**config.mk**
```make
export PLATFORM = sky130hd
export DESIGN_NAME = spectrum_bar_peak_hold_draw_unit
export DESIGN_NICKNAME = d
export VERILOG_FILES = /design/src/hdl/sbpd_pkg.sv /design/src/hdl/sbpd_front.sv /design/src/hdl/sbpd_queue.sv /design/src/hdl/sbpd_back.sv /design/src/hdl/spectrum_bar_peak_hold_draw_unit.sv
export SDC_FILE = /design/constraint.sdc
export NUM_CORES = 1
export LEC_CHECK = 0
export BUFFER_PORTS_ARGS = -buffer_cell sky130_fd_sc_hd__buf_2
export CAP_MARGIN = 25
export CORE_ASPECT_RATIO = 1.2
export CORE_MARGIN = 2
export CORE_UTILIZATION = 55
export CTS_BUF_LIST = sky130_fd_sc_hd__clkbuf_2
export CTS_CLUSTER_DIAMETER = 30
export CTS_CLUSTER_SIZE = 30
export DETAILED_ROUTE_END_ITERATION = 6
export GPL_TIMING_DRIVEN = 0
export PLACE_DENSITY = 0.71
export SLEW_MARGIN = 30
export SYNTH_ARGS = -nofsm -noshare
export SYNTH_HDL_FRONTEND = slang
export SYNTH_SLANG_ARGS = --single-unit
```
**constraint.sdc**
```tcl
create_clock -name i_clk -period 11.4 [get_ports i_clk]
set_input_delay 0.57 -clock i_clk [delete_from_list [all_inputs] [get_ports i_clk]]
set_output_delay 0.57 -clock i_clk [all_outputs]
set_load 0.005 [all_outputs]
```
**src/hdl/sbpd_pkg.sv**
```systemverilog
// Shared types and constants for the spectrum bar peak-hold draw unit.
package sbpd_pkg;

    localparam int QUEUE_DEPTH = 4;
    localparam int QPTR_W      = 2;
    localparam int QCNT_W      = 3;
    localparam int CFG_INDEX_W = 3;
    localparam int CFG_DATA_W  = 10;

    localparam logic [CFG_INDEX_W-1:0] CFG_MAX_HEIGHT = 3'd0;
    localparam logic [CFG_INDEX_W-1:0] CFG_FALL_STEP  = 3'd1;
    localparam logic [CFG_INDEX_W-1:0] CFG_GREEN_TOP  = 3'd2;
    localparam logic [CFG_INDEX_W-1:0] CFG_YELLOW_TOP = 3'd3;
    localparam logic [CFG_INDEX_W-1:0] CFG_BASE_ROW   = 3'd4;
    localparam logic [CFG_INDEX_W-1:0] CFG_BAR_PITCH  = 3'd5;
    localparam logic [CFG_INDEX_W-1:0] CFG_BAR_WIDTH  = 3'd6;

    localparam logic [7:0] RST_MAX_HEIGHT = 8'd230;
    localparam logic [7:0] RST_FALL_STEP  = 8'd5;
    localparam logic [7:0] RST_GREEN_TOP  = 8'd120;
    localparam logic [7:0] RST_YELLOW_TOP = 8'd190;
    localparam logic [9:0] RST_BASE_ROW   = 10'd230;
    localparam logic [3:0] RST_BAR_PITCH  = 4'd5;
    localparam logic [3:0] RST_BAR_WIDTH  = 4'd4;

    typedef enum logic [1:0] {
        COLOR_GREEN  = 2'd0,
        COLOR_YELLOW = 2'd1,
        COLOR_RED    = 2'd2,
        COLOR_BLACK  = 2'd3
    } t_color;

    typedef enum logic [1:0] {
        SEG_GREEN  = 2'd0,
        SEG_YELLOW = 2'd1,
        SEG_RED    = 2'd2
    } t_seg;

    typedef struct packed {
        logic [14:0] magnitude;
        logic        frame_start;
    } t_bin;

    typedef struct packed {
        logic [9:0] rect_x;
        logic [9:0] rect_y;
        logic [3:0] rect_width;
        logic [7:0] rect_height;
        logic [1:0] fill_color;
        logic [5:0] bar_number;
        logic [7:0] new_height;
        logic       last_command;
    } t_rect;

    typedef struct packed {
        logic [7:0] max_height;
        logic [7:0] fall_step;
        logic [7:0] green_top;
        logic [7:0] yellow_top;
        logic [9:0] base_row;
        logic [3:0] bar_pitch;
        logic [3:0] bar_width;
    } t_cfg;

    typedef struct packed {
        logic [7:0] bar;
        logic [7:0] old_h;
        logic [7:0] new_h;
    } t_bar_cmd;

endpackage

```
**src/hdl/sbpd_front.sv**
```systemverilog
// Front part: bin grouping, averaging and peak-hold update of the bar store.
module sbpd_front #(
    parameter int BAR_COUNT    = 64,
    parameter int BINS_PER_BAR = 4,
    parameter int SKIPPED_BINS = 2
) (
    input  logic              i_clk,
    input  logic              i_rst_n,
    input  logic              i_accept,
    input  sbpd_pkg::t_bin    i_bin,
    input  logic [7:0]        i_max_height,
    input  logic [7:0]        i_fall_step,
    output logic              o_busy,
    output logic              o_cmd_valid,
    output sbpd_pkg::t_bar_cmd o_cmd
);
    import sbpd_pkg::*;

    localparam int BAR_W   = (BAR_COUNT > 1) ? $clog2(BAR_COUNT) : 1;
    localparam int SUB_W   = (BINS_PER_BAR > 1) ? $clog2(BINS_PER_BAR) : 1;
    localparam int END_POS = SKIPPED_BINS + BAR_COUNT * BINS_PER_BAR;
    localparam int POS_W   = $clog2(END_POS + 1);
    localparam int SUM_W   = 15 + $clog2(BINS_PER_BAR);
    localparam int SAT_SUM = 256 * BINS_PER_BAR;
    localparam int RECIP   = ((1 << 20) + BINS_PER_BAR - 1) / BINS_PER_BAR;

    logic [POS_W-1:0] r_pos;
    logic [SUB_W-1:0] r_sub;
    logic [BAR_W-1:0] r_bar;
    logic [SUM_W-1:0] r_sum;

    logic             r_a_valid;
    logic [BAR_W-1:0] r_a_bar;
    logic [SUM_W-1:0] r_a_sum;

    logic [7:0]           r_mem [BAR_COUNT];
    logic [BAR_COUNT-1:0] r_vld;
    logic [7:0]           r_rd_h;
    logic                 r_rd_vld;

    logic             r_w_valid;
    logic [BAR_W-1:0] r_w_bar;
    logic [7:0]       r_w_h;

    logic [POS_W-1:0] cur_pos;
    logic [SUB_W-1:0] cur_sub;
    logic [BAR_W-1:0] cur_bar;
    logic [SUM_W-1:0] cur_sum;
    logic [SUM_W-1:0] sum_new;
    logic             in_range;
    logic             group_done;
    logic [32:0]      prod;
    logic [7:0]       avg;
    logic [7:0]       avg_c;
    logic [7:0]       old_h;
    logic [7:0]       new_h;

    always_comb begin
        cur_pos    = i_bin.frame_start ? '0 : r_pos;
        cur_sub    = i_bin.frame_start ? '0 : r_sub;
        cur_bar    = i_bin.frame_start ? '0 : r_bar;
        cur_sum    = i_bin.frame_start ? '0 : r_sum;
        sum_new    = cur_sum + SUM_W'(i_bin.magnitude);
        in_range   = (cur_pos >= POS_W'(SKIPPED_BINS)) && (cur_pos < POS_W'(END_POS));
        group_done = in_range && (cur_sub == SUB_W'(BINS_PER_BAR - 1));
    end

    always_ff @(posedge i_clk) begin
        if (!i_rst_n) begin
            r_pos <= '0;
            r_sub <= '0;
            r_bar <= '0;
            r_sum <= '0;
        end else if (i_accept) begin
            r_pos <= (cur_pos < POS_W'(END_POS)) ? cur_pos + 1'b1 : cur_pos;
            if (group_done) begin
                r_sub <= '0;
                r_bar <= cur_bar + 1'b1;
                r_sum <= '0;
            end else if (in_range) begin
                r_sub <= cur_sub + 1'b1;
                r_bar <= cur_bar;
                r_sum <= sum_new;
            end else begin
                r_sub <= cur_sub;
                r_bar <= cur_bar;
                r_sum <= cur_sum;
            end
        end
    end

    always_ff @(posedge i_clk) begin
        if (!i_rst_n) begin
            r_a_valid <= 1'b0;
            r_w_valid <= 1'b0;
        end else begin
            r_a_valid <= i_accept && group_done;
            r_w_valid <= r_a_valid;
        end
    end

    always_ff @(posedge i_clk) begin
        if (i_accept && group_done) begin
            r_a_bar  <= cur_bar;
            r_a_sum  <= sum_new;
            r_rd_h   <= r_mem[cur_bar];
            r_rd_vld <= r_vld[cur_bar];
        end
        r_w_bar <= r_a_bar;
        r_w_h   <= new_h;
        if (r_a_valid) begin
            r_mem[r_a_bar] <= new_h;
        end
    end

    always_ff @(posedge i_clk) begin
        if (!i_rst_n) begin
            r_vld <= '0;
        end else if (r_a_valid) begin
            r_vld[r_a_bar] <= 1'b1;
        end
    end

    always_comb begin
        prod  = {21'd0, r_a_sum[11:0]} * 33'(RECIP);
        avg   = (r_a_sum >= SUM_W'(SAT_SUM)) ? 8'hFF : prod[27:20];
        avg_c = (avg > i_max_height) ? i_max_height : avg;
        if (r_w_valid && (r_w_bar == r_a_bar)) begin
            old_h = r_w_h;
        end else begin
            old_h = r_rd_vld ? r_rd_h : 8'd0;
        end
        if (avg_c > old_h) begin
            new_h = avg_c;
        end else if (old_h > i_fall_step) begin
            new_h = old_h - i_fall_step;
        end else begin
            new_h = 8'd0;
        end
    end

    assign o_busy      = r_a_valid;
    assign o_cmd_valid = r_a_valid && (new_h != old_h);
    assign o_cmd.bar   = 8'(r_a_bar);
    assign o_cmd.old_h = old_h;
    assign o_cmd.new_h = new_h;

endmodule

```
**src/hdl/sbpd_queue.sv**
```systemverilog
// Short queue of bar update requests between the front and back parts.
module sbpd_queue (
    input  logic                      i_clk,
    input  logic                      i_rst_n,
    input  logic                      i_push,
    input  sbpd_pkg::t_bar_cmd        i_data,
    input  logic                      i_pop,
    output logic                      o_valid,
    output sbpd_pkg::t_bar_cmd        o_data,
    output logic [sbpd_pkg::QCNT_W-1:0] o_count
);
    import sbpd_pkg::*;

    t_bar_cmd          r_q [QUEUE_DEPTH];
    logic [QPTR_W-1:0] r_wp;
    logic [QPTR_W-1:0] r_rp;
    logic [QCNT_W-1:0] r_count;
    logic              do_pop;

    assign do_pop = i_pop && (r_count != '0);

    always_ff @(posedge i_clk) begin
        if (!i_rst_n) begin
            r_wp    <= '0;
            r_rp    <= '0;
            r_count <= '0;
        end else begin
            if (i_push) begin
                r_wp <= r_wp + 1'b1;
            end
            if (do_pop) begin
                r_rp <= r_rp + 1'b1;
            end
            r_count <= r_count + QCNT_W'(i_push) - QCNT_W'(do_pop);
        end
    end

    always_ff @(posedge i_clk) begin
        if (i_push) begin
            r_q[r_wp] <= i_data;
        end
    end

    assign o_valid = (r_count != '0);
    assign o_data  = r_q[r_rp];
    assign o_count = r_count;

endmodule

```
**src/hdl/sbpd_back.sv**
```systemverilog
// Back part: turns bar update requests into rectangle commands.
module sbpd_back (
    input  logic               i_clk,
    input  logic               i_rst_n,
    input  sbpd_pkg::t_cfg     i_cfg,
    input  logic               i_head_valid,
    input  sbpd_pkg::t_bar_cmd i_head,
    output logic               o_head_pop,
    input  logic               i_pop,
    output logic               o_empty,
    output sbpd_pkg::t_rect    o_rect
);
    import sbpd_pkg::*;

    t_seg   r_seg;
    t_seg   n_seg;
    logic   r_out_valid;
    t_rect  r_out;

    logic [7:0]  gt;
    logic [7:0]  yt;
    logic        rise;
    logic        has_y;
    logic        has_r;
    logic [11:0] x_full;
    logic [7:0]  h;
    logic [9:0]  y;
    t_color      color;
    logic        last;
    logic        advance;
    logic        take;
    t_rect       cmd;

    always_comb begin
        gt     = i_cfg.green_top;
        yt     = (i_cfg.yellow_top < gt) ? gt : i_cfg.yellow_top;
        rise   = i_head.new_h > i_head.old_h;
        has_y  = (i_head.new_h > gt) && (yt > gt);
        has_r  = i_head.new_h > yt;
        x_full = {4'd0, i_head.bar} * {8'd0, i_cfg.bar_pitch};
        n_seg  = SEG_GREEN;
        h      = 8'd0;
        y      = i_cfg.base_row;
        color  = COLOR_BLACK;
        last   = 1'b1;
        if (!rise) begin
            h     = i_head.old_h - i_head.new_h;
            y     = i_cfg.base_row - {2'b00, i_head.old_h};
            color = COLOR_BLACK;
        end else begin
            case (r_seg)
                SEG_GREEN: begin
                    h     = (i_head.new_h > gt) ? gt : i_head.new_h;
                    y     = i_cfg.base_row - {2'b00, h};
                    color = COLOR_GREEN;
                    last  = !has_y && !has_r;
                    n_seg = has_y ? SEG_YELLOW : SEG_RED;
                end
                SEG_YELLOW: begin
                    h     = ((i_head.new_h > yt) ? yt : i_head.new_h) - gt;
                    y     = i_cfg.base_row - {2'b00, gt} - {2'b00, h};
                    color = COLOR_YELLOW;
                    last  = !has_r;
                    n_seg = SEG_RED;
                end
                SEG_RED: begin
                    h     = i_head.new_h - yt;
                    y     = i_cfg.base_row - {2'b00, yt} - {2'b00, h};
                    color = COLOR_RED;
                end
                default: begin
                    h     = 8'd0;
                    color = COLOR_BLACK;
                end
            endcase
        end
        if (last) begin
            n_seg = SEG_GREEN;
        end

        cmd.rect_x       = x_full[9:0];
        cmd.rect_y       = y;
        cmd.rect_width   = i_cfg.bar_width;
        cmd.rect_height  = h;
        cmd.fill_color   = color;
        cmd.bar_number   = i_head.bar[5:0];
        cmd.new_height   = i_head.new_h;
        cmd.last_command = last;

        advance    = !r_out_valid || i_pop;
        take       = advance && i_head_valid;
        o_head_pop = take && last;
    end

    always_ff @(posedge i_clk) begin
        if (!i_rst_n) begin
            r_seg       <= SEG_GREEN;
            r_out_valid <= 1'b0;
        end else begin
            if (take) begin
                r_seg <= n_seg;
            end
            if (advance) begin
                r_out_valid <= i_head_valid;
            end
        end
    end

    always_ff @(posedge i_clk) begin
        if (take) begin
            r_out <= cmd;
        end
    end

    assign o_empty = !r_out_valid;
    assign o_rect  = r_out;

endmodule

```
**src/hdl/spectrum_bar_peak_hold_draw_unit.sv**
```systemverilog
// Top level of the spectrum bar peak-hold draw unit.
//
// Input side is a queue: an FFT bin (magnitude, frame_start) is taken on a
// clock edge with push high and full low, one bin per cycle while not full.
// Output side is a queue: while empty is low, the oldest rectangle command
// is on o_rect, and pop takes it. Each changed bar gives one to three
// commands, one per cycle while pop keeps up, in order green, yellow, red,
// or one black erase. Commands pass the update stage, queue and o_rect.
// Between the two halves sits a four-entry request queue; full rises when
// that queue plus the update stage in flight hold four requests, so a
// stalled receiver back-pressures the input after a few bar updates.
// The bar height memory is read when a group closes and written in the
// following cycle, with a bypass for back-to-back updates of the same bar.
// Registers are written over the cfg port, which is always ready.
// Reset is synchronous; it restores register defaults, sets every bar
// height to zero at once and restarts bin counting, with no clearing pass.
module spectrum_bar_peak_hold_draw_unit #(
    parameter int BAR_COUNT    = 64,
    parameter int BINS_PER_BAR = 4,
    parameter int SKIPPED_BINS = 2
) (
    input  logic                                  i_clk,
    input  logic                                  i_rst_n,
    input  logic                                  push,
    output logic                                  full,
    input  sbpd_pkg::t_bin                        i_bin,
    output logic                                  empty,
    input  logic                                  pop,
    output sbpd_pkg::t_rect                       o_rect,
    input  logic                                  i_cfg_valid,
    output logic                                  o_cfg_ready,
    input  logic [sbpd_pkg::CFG_INDEX_W-1:0]      i_cfg_index,
    input  logic [sbpd_pkg::CFG_DATA_W-1:0]       i_cfg_data
);
    import sbpd_pkg::*;

    t_cfg              r_cfg;
    logic              accept;
    logic              busy;
    logic              cmd_valid;
    t_bar_cmd          cmd;
    logic              head_valid;
    t_bar_cmd          head;
    logic              head_pop;
    logic [QCNT_W-1:0] q_count;

    assign o_cfg_ready = 1'b1;

    always_ff @(posedge i_clk) begin
        if (!i_rst_n) begin
            r_cfg.max_height <= RST_MAX_HEIGHT;
            r_cfg.fall_step  <= RST_FALL_STEP;
            r_cfg.green_top  <= RST_GREEN_TOP;
            r_cfg.yellow_top <= RST_YELLOW_TOP;
            r_cfg.base_row   <= RST_BASE_ROW;
            r_cfg.bar_pitch  <= RST_BAR_PITCH;
            r_cfg.bar_width  <= RST_BAR_WIDTH;
        end else if (i_cfg_valid) begin
            case (i_cfg_index)
                CFG_MAX_HEIGHT: r_cfg.max_height <= i_cfg_data[7:0];
                CFG_FALL_STEP:  r_cfg.fall_step  <= i_cfg_data[7:0];
                CFG_GREEN_TOP:  r_cfg.green_top  <= i_cfg_data[7:0];
                CFG_YELLOW_TOP: r_cfg.yellow_top <= i_cfg_data[7:0];
                CFG_BASE_ROW:   r_cfg.base_row   <= i_cfg_data;
                CFG_BAR_PITCH:  r_cfg.bar_pitch  <= i_cfg_data[3:0];
                CFG_BAR_WIDTH:  r_cfg.bar_width  <= i_cfg_data[3:0];
                default: begin
                end
            endcase
        end
    end

    assign full   = ({1'b0, q_count} + (QCNT_W + 1)'(busy)) >= (QCNT_W + 1)'(QUEUE_DEPTH);
    assign accept = push && !full;

    sbpd_front #(
        .BAR_COUNT   (BAR_COUNT),
        .BINS_PER_BAR(BINS_PER_BAR),
        .SKIPPED_BINS(SKIPPED_BINS)
    ) u_front (
        .i_clk       (i_clk),
        .i_rst_n     (i_rst_n),
        .i_accept    (accept),
        .i_bin       (i_bin),
        .i_max_height(r_cfg.max_height),
        .i_fall_step (r_cfg.fall_step),
        .o_busy      (busy),
        .o_cmd_valid (cmd_valid),
        .o_cmd       (cmd)
    );

    sbpd_queue u_queue (
        .i_clk  (i_clk),
        .i_rst_n(i_rst_n),
        .i_push (cmd_valid),
        .i_data (cmd),
        .i_pop  (head_pop),
        .o_valid(head_valid),
        .o_data (head),
        .o_count(q_count)
    );

    sbpd_back u_back (
        .i_clk       (i_clk),
        .i_rst_n     (i_rst_n),
        .i_cfg       (r_cfg),
        .i_head_valid(head_valid),
        .i_head      (head),
        .o_head_pop  (head_pop),
        .i_pop       (pop),
        .o_empty     (empty),
        .o_rect      (o_rect)
    );

endmodule

```
==> Yosys cells after proc, flatten, opt, wreduce, memory -nomap -nowiden <==
Memory sizes are Yosys's and may differ from the RTL's. A register that Yosys moved wholly into a read port is not among the register bits.
Cells that the tools add are included.
Widths: inputs -> output; s select.
{ "word_totals": {"regBits": 247, "mem_count": 2, "ram_bits": 600, "output_inout_bits": 52, "input_bits": 34} }
{ "mem_list": {"columns": ["name", "depth", "width", "rd", "rd_ports_with_merged_regs", "wr", "line", "rtl"], "rows": [
  ["u_front.r_mem", 64, 8, 1, 1, 1, "sbpd_front.sv:36", "logic [7:0] r_mem [BAR_COUNT];"],
  ["u_queue.r_q", 4, 22, 1, 1, 1, "sbpd_queue.sv:14", "t_bar_cmd r_q [QUEUE_DEPTH];"]
]} }
{ "classes": {"reduce_logical": 27, "n_eq_ne": 11, "muxes": 40, "addsub": 19, "multipliers": 1, "n_bitwise": 1, "magnitude_cmp": 15} }
{ "op_table": {"columns": ["cell", "count"], "rows": [
  ["$mux 8", 10],
  ["$or 64x64->64", 1],
  ["$sub 10x8->10", 6],
  ["$gt 8x8->1", 7],
  ["$mux 17", 3],
  ["$sub 8x8->8", 4],
  ["$pmux 10 s3", 1],
  ["$pmux 8 s3", 1],
  ["$mux 9", 2],
  ["$add 17x15->17", 1],
  ["$ge 17x11->1 const B", 1],
  ["$mux 2", 8],
  ["$lt 6x7->1 const B", 2],
  ["$reduce_and 2->1", 7],
  ["$logic_and 1x1->1", 12],
  ["$mux 6", 2],
  ["$mul 8x4->10", 1],
  ["$mux 10", 1],
  ["$add 9x1->9 const B", 1],
  ["$eq 3x3->1 const B", 3],
  ["$ge 9x2->1 const B", 1],
  ["$lt 9x9->1 const B", 1],
  ["$lt 8x8->1", 1],
  ["$ne 8x8->1", 1],
  ["other kinds (23)", 36]
]} }

==> Logic depth before layout (Yosys ltp) <==
Gate-level depths: netlist of the first run.
{ "logic_depth": {"word_depth": 12, "depth_mapped": 40, "ltp_nobuf": 38} }

==> Cells and area by module <==
A second synthesis of the first run with hierarchy kept.
{ "hier_totals": {"hier_cells": 3270, "area_unflattened_um2": 41056.9} }
{ "by_module_without_submodules": {"columns": ["module", "instances", "cells_each", "seq_area_each_um2", "area_each_um2"], "rows": [
  ["sbpd_front", 1, 2192, 18557.8, 28448.5],
  ["sbpd_back", 1, 711, 1531.5, 6591.3],
  ["sbpd_queue", 1, 170, 3062.9, 3972.6],
  ["spectrum_bar_peak_hold_draw_unit", 1, 197, 1001.0, 2044.5]
]} }

==> Worst setup path before layout of the first run <==
Ideal clock, no wire load.
{ "synth_path": {"kind": "reg-to-reg", "startpoint": "register u_front.r_a_sum[14]", "endpoint": "register u_queue.r_count[1] (netlist: u_queue.o_count[1])", "path_stages_with_launch": 24, "setup_ns": 0.067, "path_buffers": 2, "path_slack_ns": 3.462, "arrival_time_ns": 7.871, "cell_sequence": "edfxtp_1 -> nor4_1 -> nand2_1 -> or2_2 -> ha_1 -> nor2b_1 -> o211a_1 -> o21a_1 -> nor3_1 -> nor2_1 -> ha_1 -> and3_1 -> a221o_1 -> a21oi_2 -> or2_1 -> buf_6 -> o32ai_1 -> xnor2_1 -> o41a_1 -> buf_6 -> ha_1 -> inv_1 -> fa_1 -> nor2_1"} }
{ "synth_rtl": {"columns": ["element", "line", "rtl"], "rows": [
  ["start: declaration", "sbpd_front.sv:34", "logic [SUM_W-1:0] r_a_sum;"],
  ["start signal: assignment", "sbpd_front.sv:105", "r_a_sum <= sum_new;"],
  ["end signal: assignment", "sbpd_queue.sv:34", "r_count <= r_count + QCNT_W'(i_push) - QCNT_W'(do_pop);"],
  ["end: declaration", "sbpd_queue.sv:17", "logic [QCNT_W-1:0] r_count;"]
]} }

==> Worst setup path in the final report of the first run <==
{ "layout_path": {"startpoint": "register r_cfg[27] (netlist bit)", "endpoint": "register u_back.r_out, in the netlist u_back.o_rect[37] (data pin)"} }
{ "layout_between": {"elab_chain_cells": 8, "word_cells_on_any_way": 15, "classes_between": "7 x add/sub; 3 x order compare; 5 x mux"} }
{ "layout_rtl": {"columns": ["element", "line", "rtl"], "rows": [
  ["start: declaration", "spectrum_bar_peak_hold_draw_unit.sv:37", "t_cfg r_cfg;"],
  ["$lt 8x8->1", "sbpd_back.sv:36", "yt = (i_cfg.yellow_top < gt) ? gt : i_cfg.yellow_top;"],
  ["$mux 8", "sbpd_back.sv:36", null],
  ["$gt 8x8->1", "sbpd_back.sv:60", "h = ((i_head.new_h > yt) ? yt : i_head.new_h) - gt;"],
  ["$mux 8", "sbpd_back.sv:60", null],
  ["$sub 8x8->8", "sbpd_back.sv:60", null],
  ["$sub 10x8->10", "sbpd_back.sv:61", "y = i_cfg.base_row - {2'b00, gt} - {2'b00, h};"],
  ["$pmux 10 s3 *", "sbpd_back.sv:51", "case (r_seg)"],
  ["$mux 10 *", "sbpd_back.sv:46", "if (!rise) begin"],
  ["named net u_back.y[8]", "sbpd_back.sv:27", "logic [9:0] y;"],
  ["end signal: assignment", "sbpd_back.sv:111", "r_out <= cmd;"],
  ["end: declaration", "sbpd_back.sv:18", "t_rect r_out;"]
]} }
Mark *: on every way through the listed nets, which the timed path passes. The rest lies on a longest branch.
A chain may end at the register's enable or synchronous reset.

==> results of run 1 <==
[layout make-up]
cell class / instances / area, sq um
multi-input combinational: 2075 / 14700
sequential: 855 / 23900
antenna: 3 / 7.51
fill: 5670 / 26700
clock inverter: 96 / 1090
tap: 926 / 1160
buffer: 169 / 668
clock buffer: 158 / 791
inverter: 136 / 515
timing repair buffer: 197 / 1680
[logic make-up (layout without fill, tap and decap cells)]
| family | count (synthesis) | count (layout) | synth area share [%] |
|---|---|---|---|
| flip-flops | 855 | 855 | 60.3 |
| multiplexers | 271 | 271 | 7.97 |
| XOR/XNOR | 98 | 98 | 2.17 |
| other | 1 | 4 | 0.00946 |
| buffers and inverters | 305 | 756 | 2.96 |
| AND/OR/NAND/NOR | 903 | 903 | 10.2 |
| adder cells (fa/ha/maj) | 177 | 177 | 6.16 |
| AO/OA/AOI/OAI | 625 | 625 | 10.1 |
[through the flow]
| stage | TNS (ns) | instance area (sq um) |
|---|---|---|
| CTS | 0 | 44500 |
| finish | 0 | 44500 |
| floorplan | 0 | 39600 |
| detailed placement | 0 | 41800 |
| global route | 0 | 44500 |
| global placement | -624.28 | 41200 |
[per-layer routing]
metal / wire (um) / share of wire, % / track usage [%] / vias to the layer above
li1: - / - / - / 12641
met2: 56500 / 50 / 52.7 / 1221
met3: 7480 / 6.6 / 4.94 / 309
met5: 0 / 0 / 0 / -
met1: 42100 / 37 / 35.7 / 13510
met4: 6390 / 5.7 / 17.5 / 0
[critical path: cells and delay by family, from the launching register on]
| family | cells | cell delay [ns] |
|---|---|---|
| AO/OA/AOI/OAI | 18 | 3.00 |
| XOR/XNOR | 3 | 0.75 |
| adder cells (fa/ha/maj) | 5 | 1.94 |
| buffers and inverters | 5 | 1.26 |
| flip-flops | 1 | 0.55 |
| multiplexers | 1 | 0.70 |
| AND/OR/NAND/NOR | 4 | 0.38 |
[cells in the mapped netlist, types with 6 or more instances]
| cell type | n | area (sq um) |
|---|---|---|
| mux4_2 | 28 | 631 |
| buf_2 | 9 | 45.0 |
| or2_2 | 10 | 62.6 |
| mux2_2 | 75 | 845 |
| clkbuf_1 | 140 | 526 |
| or3_1 | 6 | 37.5 |
| o31ai_1 | 13 | 97.6 |
| xor2_1 | 38 | 333 |
| edfxtp_1 | 679 | 20400 |
| inv_1 | 134 | 503 |
| nand2_1 | 308 | 1160 |
| a21o_1 | 26 | 195 |
| fa_1 | 30 | 601 |
| nor2_1 | 301 | 1130 |
| xnor2_1 | 60 | 526 |
| nand3_1 | 71 | 355 |
| a211oi_1 | 51 | 383 |
| nand4_1 | 14 | 87.6 |
| o21a_1 | 19 | 143 |
| and3_1 | 9 | 56.3 |
| a32oi_1 | 37 | 324 |
| a31oi_1 | 24 | 150 |
| mux2i_1 | 168 | 1680 |
| dfxtp_1 | 176 | 3520 |
| and2_1 | 26 | 163 |
| o221ai_1 | 37 | 324 |
| ha_1 | 147 | 1840 |
| o21ai_0 | 97 | 485 |
| nor3_1 | 24 | 120 |
| nand3b_1 | 6 | 45.0 |
| nand2b_1 | 25 | 156 |
| a21oi_1 | 208 | 1040 |
| o211ai_1 | 21 | 158 |
| nor2b_1 | 84 | 526 |
| a21boi_0 | 7 | 52.6 |
| a22oi_1 | 51 | 383 |
| buf_1 | 17 | 63.8 |
[sequential cells by signal (all words and copies together) (netlist names), 9 cells and up, named ones only]
register	cells
u_front.r_vld	64
u_front.r_mem	512
u_queue.r_q	88
u_front.r_pos	9
u_back.o_rect	49
u_front.r_a_sum	15
u_front.r_sum	17
r_cfg	50
[where the power goes]
part	switching (mW)	leakage, nW	internal, mW
combinational	1.26	7.07	0.830
clock	1.23	1.17	0.886
sequential	0.0407	7.63	3.54
total	2.53	15.9	5.26
[worst max-delay path by stage]
stage / to / slack (ns) / cells past startpoint
after floorplan: u_queue.o_count[1]$_SDFF_PN0_ / 3.46 / 23
after global placement: u_queue.r_q[1][17]$_DFFE_PP_ / -2.18 / 17
after detailed placement: u_back.o_rect[37]$_DFFE_PP_ / 2.70 / 37
after CTS: u_back.o_rect[37]$_DFFE_PP_ / 2.66 / 36
after global routing: u_back.o_rect[37]$_DFFE_PP_ / 1.91 / 37
final: u_back.o_rect[37]$_DFFE_PP_ / 2.62 / 36
==> results.tsv, run 1 <==
stage	metric	value	unit
power	Tot Pwr	7.79	mW
global_route	total grt overflow	0	
setup_path	CP required	12.55	ns
floorplanning	die width	249	um
routing	Final ANT Viol Nets	0	
logic_synthesis	Syn Nets	3446	
finish	most frequent cells in the layout	edfxtp_1 (679), nand2_1 (308), nor2_1 (301)	
setup_path	R2R Setup Slk	2.62	ns
power	VDD IR max	0.000127	V
setup_path	Worst path slowest cell	mux2i_1	
sta	Slew @ Worst Pin	1.03	ns
logic_synthesis	Cells after Synth	3235	
logic_synthesis	Synth Flop Type	edfxtp_1	
power	Pleak	15.9	nW
placed_design	GP Congestion	0.977	
routing	Via density	6.00	
logic_synthesis	Post-synth EDFFs	679	
logic_synthesis	Avg Synthesized Cell Area	12.2	sq um
min_path	HP Class	in -> reg	
clock_tree	clk sinks	855	
setup_path	CP Launch Type	flop	
sta	Setup Skew	0.122	ns
routing	routed vias	27681	
run	maxcap violations	0	
min_path	min-delay src	i_bin[2]	
clock_tree	hold buffer count at cts	81	
placed_design	pre-CTS WS	2.70	ns
status	violated checks	DRC	
clock_tree	CTS root buffer	clkbuf_2	
routing	initial DRC count	2312	
clock_tree	CTS tree	yes	
routing	Initial DRT Pass Iterations	7	
floorplanning	Ports	86	
clock_tree	worst-case clock buffer depth	3	
clock_tree	H-tree depth	4	
sta	count of final setup violators	0	
logic_synthesis	post-synthesis cell type count	71	
finish	Final Net Count	3783	
setup_path	reg-to-reg startpoint	r_cfg[27]$_SDFFE_PN0P_	
finish	layout cells sized above 1	13.7	%
floorplanning	Die Area	74200	sq um
sta	Relative slew margins	30.9	%
placed_design	DP Cell Count	4277	
global_route	Global Route Usage Sum	30.3	%
finish	area grow syn2layout	12.2	%
clock_tree	Worst-path clk slew	0.13	ns
routing	DRC	1	
sta	Final Slew Violations	0	
placed_design	I/O Buffers	82	
logic_synthesis	Yosys reg bits	855	
placed_design	post-DP HPWL	81900	um
clock_tree	post-CTS setup buffer count	0	
setup_path	Worst Path Max Fanout	10	
finish	fin util	62.4	%
setup_path	Worst R2R End	u_back.o_rect[37]$_DFFE_PP_	
setup_path	Crit path top cell by count	o21ai_0	
min_path	hold endpoint	u_front.r_sum[1]$_SDFFE_PN0P_	
global_route	largest net degree at the start of global routing	54	
clock_tree	Num CTS Buffers	138	
clock_tree	clock latency on the worst-skew pair	1.42	ns
floorplanning	Die Y	298	um
floorplanning	Core Rows	107	
logic_synthesis	async set-reset flop share out of synthesis	0	%
clock_tree	Post-CTS Resized	0	
min_path	WHS Path Cells	5	
setup_path	Reg2Reg Depth	36	
sta	Final min period	8.78	ns
setup_path	CP Capture Type	flop	
setup_path	CP Launch Point	r_cfg[27]$_SDFFE_PN0P_	
sta	worst setup margin	2.62	ns
routing	Post-Route WL	112000	um
floorplanning	Placeable Area	71200	sq um
sta	Tcrit/Tclk final	77.0	%
power	power per cell area	175	nW/um^2
global_route	initial antenna violation count	2	
global_route	first-pass GRT wire length	168000	um
sta	RSZ-0062 raised after global routing	no	
sta	worst hold slack	0.215	ns
sta	Hold Fails Final Rpt	0	
setup_path	max incr delay on CP	0.70	ns
finish	Finished Layout Cells	4615	
finish	most common cell after layout, fill and taps aside	edfxtp_1	
logic_synthesis	Syn. warnings	0	
setup_path	crit path DAT	9.93	ns
setup_path	Crit Path Class	reg -> reg	
status	status	finished with violations	
routing	WL per Instance	24.4	um
logic_synthesis	Seq/Total Area, Yosys	60.3	%
logic_synthesis	post-synthesis cell area	39600	sq um
global_route	vias in the first global route	27902	
floorplanning	Initial Utilization	55.6	%
sta	maximum clock frequency	114	MHz
Power figures use the tool's default switching activity.
==> inputs of run 2 (changes only) <==
==> constraint.sdc (replaced) <==
create_clock -name i_clk -period 9.2 [get_ports i_clk]
set_input_delay 0.46 -clock i_clk [delete_from_list [all_inputs] [get_ports i_clk]]
set_output_delay 0.46 -clock i_clk [all_outputs]
set_load 0.005 [all_outputs]
==> results.tsv, run 2 (synthesized netlist as in run 1, its figures left out) <==
stage	metric	value	unit	change
finish	max reg flops	512		unchanged
setup_path	CP Launch Type	flop		unchanged
finish	area grow syn2layout	12.7	%	was 12.2%
placed_design	post-DP HPWL	81900	um	unchanged
clock_tree	clock latency on the worst-skew pair	1.42	ns	about the same
power	Pleak	15.9	nW	about the same
setup_path	Worst path slowest cell	mux2i_1		unchanged
finish	layout cells sized above 1	13.8	%	was 13.7%
global_route	Global Route Usage Sum	30.4	%	was 30.3%
setup_path	max incr delay on CP	0.79	ns	was 0.70 ns
finish	post-route design area	44700	sq um	was 44500 sq um
floorplanning	Placeable Area	71200	sq um	unchanged
sta	Final min period	8.53	ns	was 8.78 ns
sta	Final Slew Violations	0		unchanged
clock_tree	CTS root buffer	clkbuf_2		unchanged
placed_design	GP Congestion	0.977		unchanged
setup_path	CP Capture Type	flop		unchanged
sta	Tcrit/Tclk final	92.7	%	was 77.0%
global_route	largest net degree at the start of global routing	54		unchanged
global_route	total grt overflow	0		unchanged
clock_tree	worst-case clock buffer depth	3		unchanged
clock_tree	post-CTS setup buffer count	0		unchanged
routing	Post-Route WL	113000	um	was 112000 um
clock_tree	CTS tree	yes		unchanged
floorplanning	Die Area	74200	sq um	unchanged
sta	Relative slew margins	28.3	%	was 30.9%
placed_design	Post-DP Area	41800	sq um	unchanged
setup_path	CP required	10.34	ns	was 12.55 ns
sta	Hold Fails Final Rpt	0		unchanged
clock_tree	clk sinks	855		unchanged
finish	most common cell after layout, fill and taps aside	edfxtp_1		unchanged
floorplanning	Initial Utilization	55.6	%	unchanged
power	power per cell area	217	nW/um^2	was 175 nW/um^2
finish	most frequent cells in the layout	edfxtp_1 (679), nand2_1 (308), nor2_1 (301)		unchanged
placed_design	I/O Buffers	82		unchanged
floorplanning	Ports	86		unchanged
routing	Via density	5.99		was 6.00
finish	Largest regs	u_front.r_mem (512), u_queue.r_q (88), u_front.r_vld (64)		unchanged
global_route	initial antenna violation count	2		unchanged
routing	WL per Instance	24.4	um	about the same
floorplanning	Die Y	298	um	unchanged
sta	Slew @ Worst Pin	1.08	ns	was 1.03 ns
run	maxcap violations	0		unchanged
routing	routed vias	27732		was 27681
setup_path	Worst Path Max Fanout	10		unchanged
global_route	vias in the first global route	28083		was 27902
routing	Initial DRT Pass Iterations	6		was 7
sta	Setup Skew	0.122	ns	about the same
power	VDD IR max	0.000158	V	was 0.000127 V
setup_path	critical path's top delay family	compound AO/OA/AOI/OAI gates		unchanged
sta	maximum clock frequency	117	MHz	was 114 MHz
setup_path	Crit Path Class	reg -> reg		unchanged
setup_path	crit path DAT	9.67	ns	was 9.93 ns
setup_path	Crit path top cell by count	o21ai_0		unchanged
clock_tree	Num CTS Buffers	138		unchanged
sta	worst setup margin	0.673	ns	was 2.62 ns
setup_path	WP buf/inv	5		unchanged
min_path	HP Class	in -> reg		unchanged
sta	worst hold slack	0.211	ns	was 0.215 ns
routing	Final ANT Viol Nets	0		unchanged
placed_design	pre-CTS WS	0.502	ns	was 2.70 ns
floorplanning	Core Rows	107		unchanged
routing	initial DRC count	2432		was 2312
finish	Final Net Count	3798		was 3783
routing	DRC	0		was 1
status	status	finished, final reports clean		was finished with violations
clock_tree	Worst-path clk slew	0.15	ns	was 0.13 ns
sta	count of final setup violators	0		unchanged
global_route	first-pass GRT wire length	168000	um	about the same
sta	RSZ-0062 raised after global routing	no		unchanged
floorplanning	die width	249	um	unchanged
clock_tree	H-tree depth	4		unchanged
finish	Largest Register	u_front.r_mem		unchanged
==> run 2: final timing paths <==
path	from	to	slack (ns)	cells after the start
worst min register to register	r_cfg[2]$_SDFFE_PN1P_	u_back.o_rect[27]$_DFFE_PP_	0.46	0
worst min-delay path	i_rst_n	u_queue.r_rp[1]$_SDFFE_PN0P_	0.21	4
worst max-delay path	r_cfg[30]$_SDFFE_PN1P_	u_back.o_rect[37]$_DFFE_PP_	0.67	35
worst max register to register	r_cfg[30]$_SDFFE_PN1P_	u_back.o_rect[37]$_DFFE_PP_	0.67	35
==> run 2: what timing repair did <==
item	in CTS	in global routing
endpoints found under the setup margin	0	2
gates resized for setup	0	7
hold buffers	96	0
hold endpoints to repair	159	0
==> run 2: metrics by stage <==
| step | std cells | power [mW] | TNS, ns | util (%) |
|---|---|---|---|---|
| 2_1_floorplan | 3235 | 6.22 | 0 | - |
| 3_3_place_gp | 4243 | 7.02 | -1739.18 | 57.8 |
| 6_report | 4630 | 9.70 | 0 | 62.7 |
| 4_1_cts | 4627 | 9.73 | 0 | 62.6 |
| 5_1_grt | 4630 | 10.2 | 0 | 62.7 |
| 3_5_place_dp | 4277 | 7.11 | 0 | 58.7 |
==> run 2: per-layer routing <==
metal | GRT usage, % | up-vias | wire (um)
met4 | 17.6 | 0 | 6620
met2 | 52.9 | 1197 | 56600
met3 | 4.96 | 327 | 7430
met1 | 35.7 | 13538 | 42100
li1 | - | 12670 | -
met5 | 0 | - | 0
==> run 2: power by group <==
part | internal (mW) | total (mW) | switching (mW)
sequential | 4.39 | 4.44 | 0.0506
clock | 1.10 | 2.62 | 1.53
combinational | 1.05 | 2.63 | 1.59
==> run 2: layout make-up <==
cell class | instances | area (sq um)
Antenna cell | 3 | 7.51
Buffer | 169 | 671
Clock buffer | 158 | 791
Clock inverter | 96 | 1090
Fill cell | 5648 | 26600
Inverter | 136 | 515
Multi-Input combinational cell | 2075 | 14700
Sequential cell | 855 | 23900
Tap cell | 926 | 1160
Timing Repair Buffer | 212 | 1830
==> run 2: worst min-delay path, stage by stage <==
cell,delay (ns)
dlygate4sd3_1,0.53
clkbuf_1,0.29
nand2_1,0.17
mux2i_1,0.08
